[src/rtl/arm64_integer_alu_regfile_macros.svh]
// Assertion macros shared by the integer ALU RTL.
// Defining ASSERT_OFF turns every macro use into empty text.
`ifndef ARM64_INTEGER_ALU_REGFILE_MACROS_SVH
`define ARM64_INTEGER_ALU_REGFILE_MACROS_SVH
`ifndef ASSERT_OFF
// Checked on every rising edge of aclk, skipped while aresetn is low.
`define A64_ASSERT(lbl, prop, msg) \
    lbl: assert property (@(posedge aclk) disable iff (!aresetn) prop) else $error(msg);
// Checked on every rising edge of aclk, including reset cycles.
`define A64_ASSERT_ALWAYS(lbl, prop, msg) \
    lbl: assert property (@(posedge aclk) prop) else $error(msg);
`else
`define A64_ASSERT(lbl, prop, msg)
`define A64_ASSERT_ALWAYS(lbl, prop, msg)
`endif
`endif

[src/rtl/a64alu_pkg.sv]
// Types, operation codes and helper functions for the integer ALU with register file.
// Used by a64alu_regfile, arm64_integer_alu_regfile and the testbench; depends on nothing.
package a64alu_pkg;

    localparam int NUM_REGS = 32;
    localparam int REG_W    = 5;
    localparam int DATA_W   = 64;
    localparam int HALF_W   = 32;
    localparam int ACT_W    = 3;
    localparam int IMM_W    = 12;
    localparam int SHIFT_W  = 2;
    localparam int IMM_SHIFT_AMT = 12;
    localparam int IMM_EXT_W = IMM_W + IMM_SHIFT_AMT;

    // Operation codes carried on the input tuser.
    localparam logic [ACT_W-1:0] ACT_ADD_REG  = 3'd0;
    localparam logic [ACT_W-1:0] ACT_ADDS_REG = 3'd1;
    localparam logic [ACT_W-1:0] ACT_ADD_IMM  = 3'd2;
    localparam logic [ACT_W-1:0] ACT_ADDS_IMM = 3'd3;
    localparam logic [ACT_W-1:0] ACT_SUBS_REG = 3'd4;
    localparam logic [ACT_W-1:0] ACT_SUBS_IMM = 3'd5;
    localparam logic [ACT_W-1:0] ACT_MUL      = 3'd6;
    localparam logic [ACT_W-1:0] ACT_LOAD     = 3'd7;

    // Register number whose SUBS write is dropped (the CMP alias).
    localparam logic [REG_W-1:0] ZERO_REG = 5'd31;
    // Shift code that moves the immediate up by twelve bits.
    localparam logic [SHIFT_W-1:0] SHIFT_LSL12 = 2'd1;

    typedef logic [REG_W-1:0]  reg_idx_t;
    typedef logic [DATA_W-1:0] word_t;
    typedef logic [ACT_W-1:0]  act_t;

    // Read request to the register file; read data is registered and appears in the cycle after the request.
    typedef struct packed {
        logic     en;
        reg_idx_t addr_a;
        reg_idx_t addr_b;
    } rf_rd_t;

    // Write request to the register file.
    typedef struct packed {
        logic     en;
        reg_idx_t addr;
        word_t    data;
    } rf_wr_t;

    // Builds the zero-extended immediate operand.
    function automatic logic [IMM_EXT_W-1:0] make_imm(input logic [IMM_W-1:0] imm,
                                                      input logic [SHIFT_W-1:0] shift);
        logic [IMM_EXT_W-1:0] v;
        v = {{IMM_SHIFT_AMT{1'b0}}, imm};
        if (shift == SHIFT_LSL12) begin
            v = {imm, {IMM_SHIFT_AMT{1'b0}}};
        end
        return v;
    endfunction

    // True for the forms that update N and Z.
    function automatic logic sets_flags(input act_t act);
        return (act == ACT_ADDS_REG) || (act == ACT_ADDS_IMM) ||
               (act == ACT_SUBS_REG) || (act == ACT_SUBS_IMM);
    endfunction

    // True for the subtract forms.
    function automatic logic is_subs(input act_t act);
        return (act == ACT_SUBS_REG) || (act == ACT_SUBS_IMM);
    endfunction

    // True for the forms whose second operand is the immediate.
    function automatic logic is_imm_form(input act_t act);
        return (act == ACT_ADD_IMM) || (act == ACT_ADDS_IMM) || (act == ACT_SUBS_IMM);
    endfunction

endpackage

[src/rtl/a64alu_regfile.sv]
// 32 x 64-bit register file: one write port and two read ports with registered data.
// Depends on a64alu_pkg for the request structs and word type.
module a64alu_regfile (
    input  logic              aclk,
    input  a64alu_pkg::rf_rd_t rd_req,
    input  a64alu_pkg::rf_wr_t wr_req,
    output a64alu_pkg::word_t  rdata_a,
    output a64alu_pkg::word_t  rdata_b
);

    a64alu_pkg::word_t mem [a64alu_pkg::NUM_REGS];
    a64alu_pkg::word_t rdata_a_reg;
    a64alu_pkg::word_t rdata_b_reg;

    // Write port.
    always_ff @(posedge aclk) begin
        if (wr_req.en) begin
            mem[wr_req.addr] <= wr_req.data;
        end
    end

    // Two read ports; data is held until the next read request.
    always_ff @(posedge aclk) begin
        if (rd_req.en) begin
            rdata_a_reg <= mem[rd_req.addr_a];
            rdata_b_reg <= mem[rd_req.addr_b];
        end
    end

    assign rdata_a = rdata_a_reg;
    assign rdata_b = rdata_b_reg;

endmodule

[config.mk]
export PLATFORM = sky130hd
export DESIGN_NAME = a64alu_regfile
export DESIGN_NICKNAME = d
export VERILOG_FILES = /design/src/rtl/arm64_integer_alu_regfile_macros.svh /design/src/rtl/a64alu_pkg.sv /design/src/rtl/a64alu_regfile.sv
export SDC_FILE = /design/constraint.sdc
export NUM_CORES = 2
export LEC_CHECK = 0
export BUFFER_PORTS_ARGS = -buffer_cell sky130_fd_sc_hd__buf_2
export CAP_MARGIN = 20
export CORE_UTILIZATION = 60
export CTS_CLUSTER_SIZE = 16
export DETAILED_ROUTE_END_ITERATION = 10
export GPL_ROUTABILITY_DRIVEN = 0
export HOLD_SLACK_MARGIN = 0.06
export PLACE_DENSITY_LB_ADDON = 0.2
export SLEW_MARGIN = 20
export SYNTH_ARGS = -nofsm -noshare
export SYNTH_HDL_FRONTEND = slang
export SYNTH_SLANG_ARGS = --single-unit
[constraint.sdc]
create_clock -name aclk -period 5.79 [get_ports aclk]
set_input_delay 0.2895 -clock aclk [delete_from_list [all_inputs] [get_ports aclk]]
set_output_delay 0.2895 -clock aclk [all_outputs]
set_load 0.01 [all_outputs]
==> impl_metrics.json <==
{
  "worst_path_most_repeated_cell": "buf_4",
  "drtIter0Drc": 7129,
  "holdPathStages": 1,
  "relSlewSlack_pct": 20.92,
  "drc_errors": 0,
  "io_pins": 210,
  "routed_wl_um": 274700,
  "synth_area_per_cell_um2": 22.05,
  "drv_slew": 0,
  "hold_end": "rdata_a[38]",
  "hp-start": "rd_req[10]",
  "grt_pass1_wl_um": 389400,
  "viasPerCell": 7.442,
  "period_needed_ns": 2.391,
  "cts_resized": 0,
  "ctsLongestPathBuffers": 3,
  "worstSetupStartpointType": "input pin",
  "r2r_end": "rdata_b[36]",
  "final_util_pct": 67.90,
  "first_global_vias": 53180,
  "hold_violations": 0,
  "final_nets": 4797,
  "required_ns": 6.39,
  "synthesis.area_um2": 97940,
  "dpl_cell_area_um2": 101800,
  "yosys_warnings": 0,
  "cts_tree": "built",
  "worstRegToRegCells": 3,
  "worstReg2RegStart": "mem[15][36]",
  "cts.clk_slew.worst_paths_ns": 0.06,
  "holdWs_ns": 0.1138,
  "die_w_um": 406.0,
  "design_area_um2": 109500,
  "hold_class": "input pin to register",
  "status": "complete, no violations",
  "finalClockSkew_ns": 0.03788,
  "period_share_pct": 41.29,
  "clk_latency_ns": 0.87,
  "portBuffers": 209,
  "post_cts_buffers": 0,
  "crit_chain": "buf_4 -> and2_2 -> buf_4 -> a22o_1 -> a221oi_1",
  "synth_cell_types": 38,
  "setup_viol": 0,
  "wire_per_inst_um": 38.87,
  "syn_nets": 4523,
  "ant_nets": 0,
  "ys_seq_elements": 2176,
  "grt.total_usage_pct": 34.09,
  "worst_slew_pin_slew_ns": 1.186,
  "reg2reg_slack_ns": 3.84,
  "area_delta_synth_final_pct": 11.82,
  "cts_max_level": 4,
  "dr_total_vias": 52590,
  "cts-hold-fix-buffers": 64,
  "ys_seq_area_share_pct": 66.72,
  "antenna_found_initial": 18,
  "fp-row-count": 147,
  "max_clock_freq_mhz": 418.3,
  "power_density_nw_per_um2": 314.3,
  "critPathKind": "input pin to register",
  "ir_worst_vdd_mv": 0.3598,
  "cts_sinks": 2176,
  "leakage_uw": 0.03498,
  "netlist_instances": 4441,
  "die_area_um2": 164900,
  "largest_register_ffs": 2048,
  "core-area_um2": 161300,
  "slowest_delay_ns": 1.05,
  "rsz0062_at_grt": "false",
  "max_cap_violations": 0,
  "cp-end-kind": "register",
  "worstPathArrival_ns": 2.99,
  "timing.setup.tns_ns": 0,
  "drive_gt1_share_pct": 36.67,
  "drtPass1Iterations": 6,
  "root_buffer": "clkbuf_16",
  "globalRouteOverflowTotal": 0,
  "crit_path_top_delay_cell": "and2_2",
  "path_max_fanout": 46,
  "fill_cells": 9992,
  "start_util_pct": 60.72,
  "cts_made_buffers": 215,
  "die_y_um": 406.0,
  "place_hpwl_um": 146700,
  "grt_max_degree": 114
}
Yosys cell counts:
cell / number / area, um2
or2_2: 2 / 12.51
mux2_2: 56 / 630.6
and2_1: 4 / 25.02
a211oi_1: 6 / 45.04
a22o_1: 33 / 289.0
nand2_1: 87 / 326.6
nor3_1: 1 / 5.000
a211o_1: 4 / 35.03
edfxtp_1: 2176 / 65340
o221ai_1: 4 / 35.03
a32o_1: 38 / 380.4
o22ai_1: 38 / 237.7
nor2_1: 46 / 172.7
mux2i_1: 362 / 3623
nor2b_1: 19 / 118.9
buf_4: 75 / 563.0
nor4_1: 4 / 25.02
or3b_2: 3 / 26.28
buf_6: 10 / 112.6
nand2b_1: 4 / 25.02
a21oi_1: 4 / 20.02
a221oi_1: 93 / 814.5
or3_1: 2 / 12.51
and3_1: 4 / 25.02
mux4_2: 1039 / 23400
buf_1: 41 / 153.9
nand3b_1: 5 / 37.54
a2111oi_0: 4 / 35.03
clkinv_1: 1 / 3.750
nand3_1: 2 / 10.01
buf_2: 129 / 645.6
a22oi_1: 18 / 135.1
o21a_1: 22 / 165.2
and2_0: 1 / 6.260
o41ai_1: 4 / 35.03
a21o_1: 4 / 30.03
clkbuf_1: 92 / 345.3
a32oi_1: 4 / 35.03
report_power, final:
group | internal [uW] | total, uW | leakage [uW] | switching [uW]
combinational | 1180 | 2690 | 0.0119 | 1510
clock | 7880 | 13900 | 0.00340 | 6070
sequential | 17600 | 17800 | 0.0197 | 145
cell type report:
type	count	area, um2	share of cell area (%)
clock buffer	260	5549	5.067
tap	2160	2703	2.468
antenna	15	37.54	0.03427
multi-input combinational	1917	31100	28.39
inverter	1	11.26	0.01028
sequential	2176	65340	59.66
timing repair buffer	404	3347	3.056
clock inverter	134	1435	1.310
per-layer routing:
layer  GRT usage [%]  vias to the layer above  wire length, um
met5               0                        -               50
met4           13.33                        8            11840
met3           7.761                      626            32910
met2           53.57                     3656           132100
met1           47.14                    28020            97790
li1                -                    20280                -
metrics by stage:
step | total power [uW] | worst slack [ns] | cells
after floorplan | 19760 | 1.678 | 4441
after global placement | 20710 | 2.641 | 6593
after detailed placement | 20740 | 2.600 | 6593
after CTS | 34490 | 3.523 | 7051
after global routing | 35200 | 3.419 | 7058
final | 34420 | 3.399 | 7067
cell families after synthesis:
kind of cell	Yosys count	share of synthesized area, %
AOI/OAI and AO/OA	276	2.340
buffers and inverters	348	1.863
DFF	2176	66.72
muxes	1457	28.24
and+or+nand+nor	184	0.8457
worst max-delay path by stage:
stage | startpoint | end
final | rd_req[9] | rdata_a[27]
after global routing | rd_req[7] | rdata_a[28]
after detailed placement | rd_req[7] | rdata_a[28]
after CTS | rd_req[7] | rdata_a[28]
after floorplan | wr_req[65] | mem[12][0]
after global placement | rd_req[7] | rdata_a[28]
placed cells by master, fill, tap and decap left out, types with 33 or more instances in the layout:
master         synthesis  final
buf_4                 75     87
a32o_1                38     38
clkbuf_16              0    215
buf_12                 0     46
o22ai_1               38     38
nor2_4                 0     35
edfxtp_1            2176   2176
a22o_1                33     33
mux4_2              1039   1039
nand2_1               87     87
mux2i_1              362    362
mux2_2                56     56
clkbuf_1              92     45
clkinv_2               0     45
dlygate4sd3_1          0     64
buf_2                129    198
a221oi_1              93     93
clkinv_1               1     41
critical path, delay by kind of cell:
kind                   cells  cell delay (ns)
AO/OA/AOI/OAI              2             0.26
buffers and inverters      2             1.28
AND/OR/NAND/NOR            1             1.05
Power figures use the tool's default switching activity.
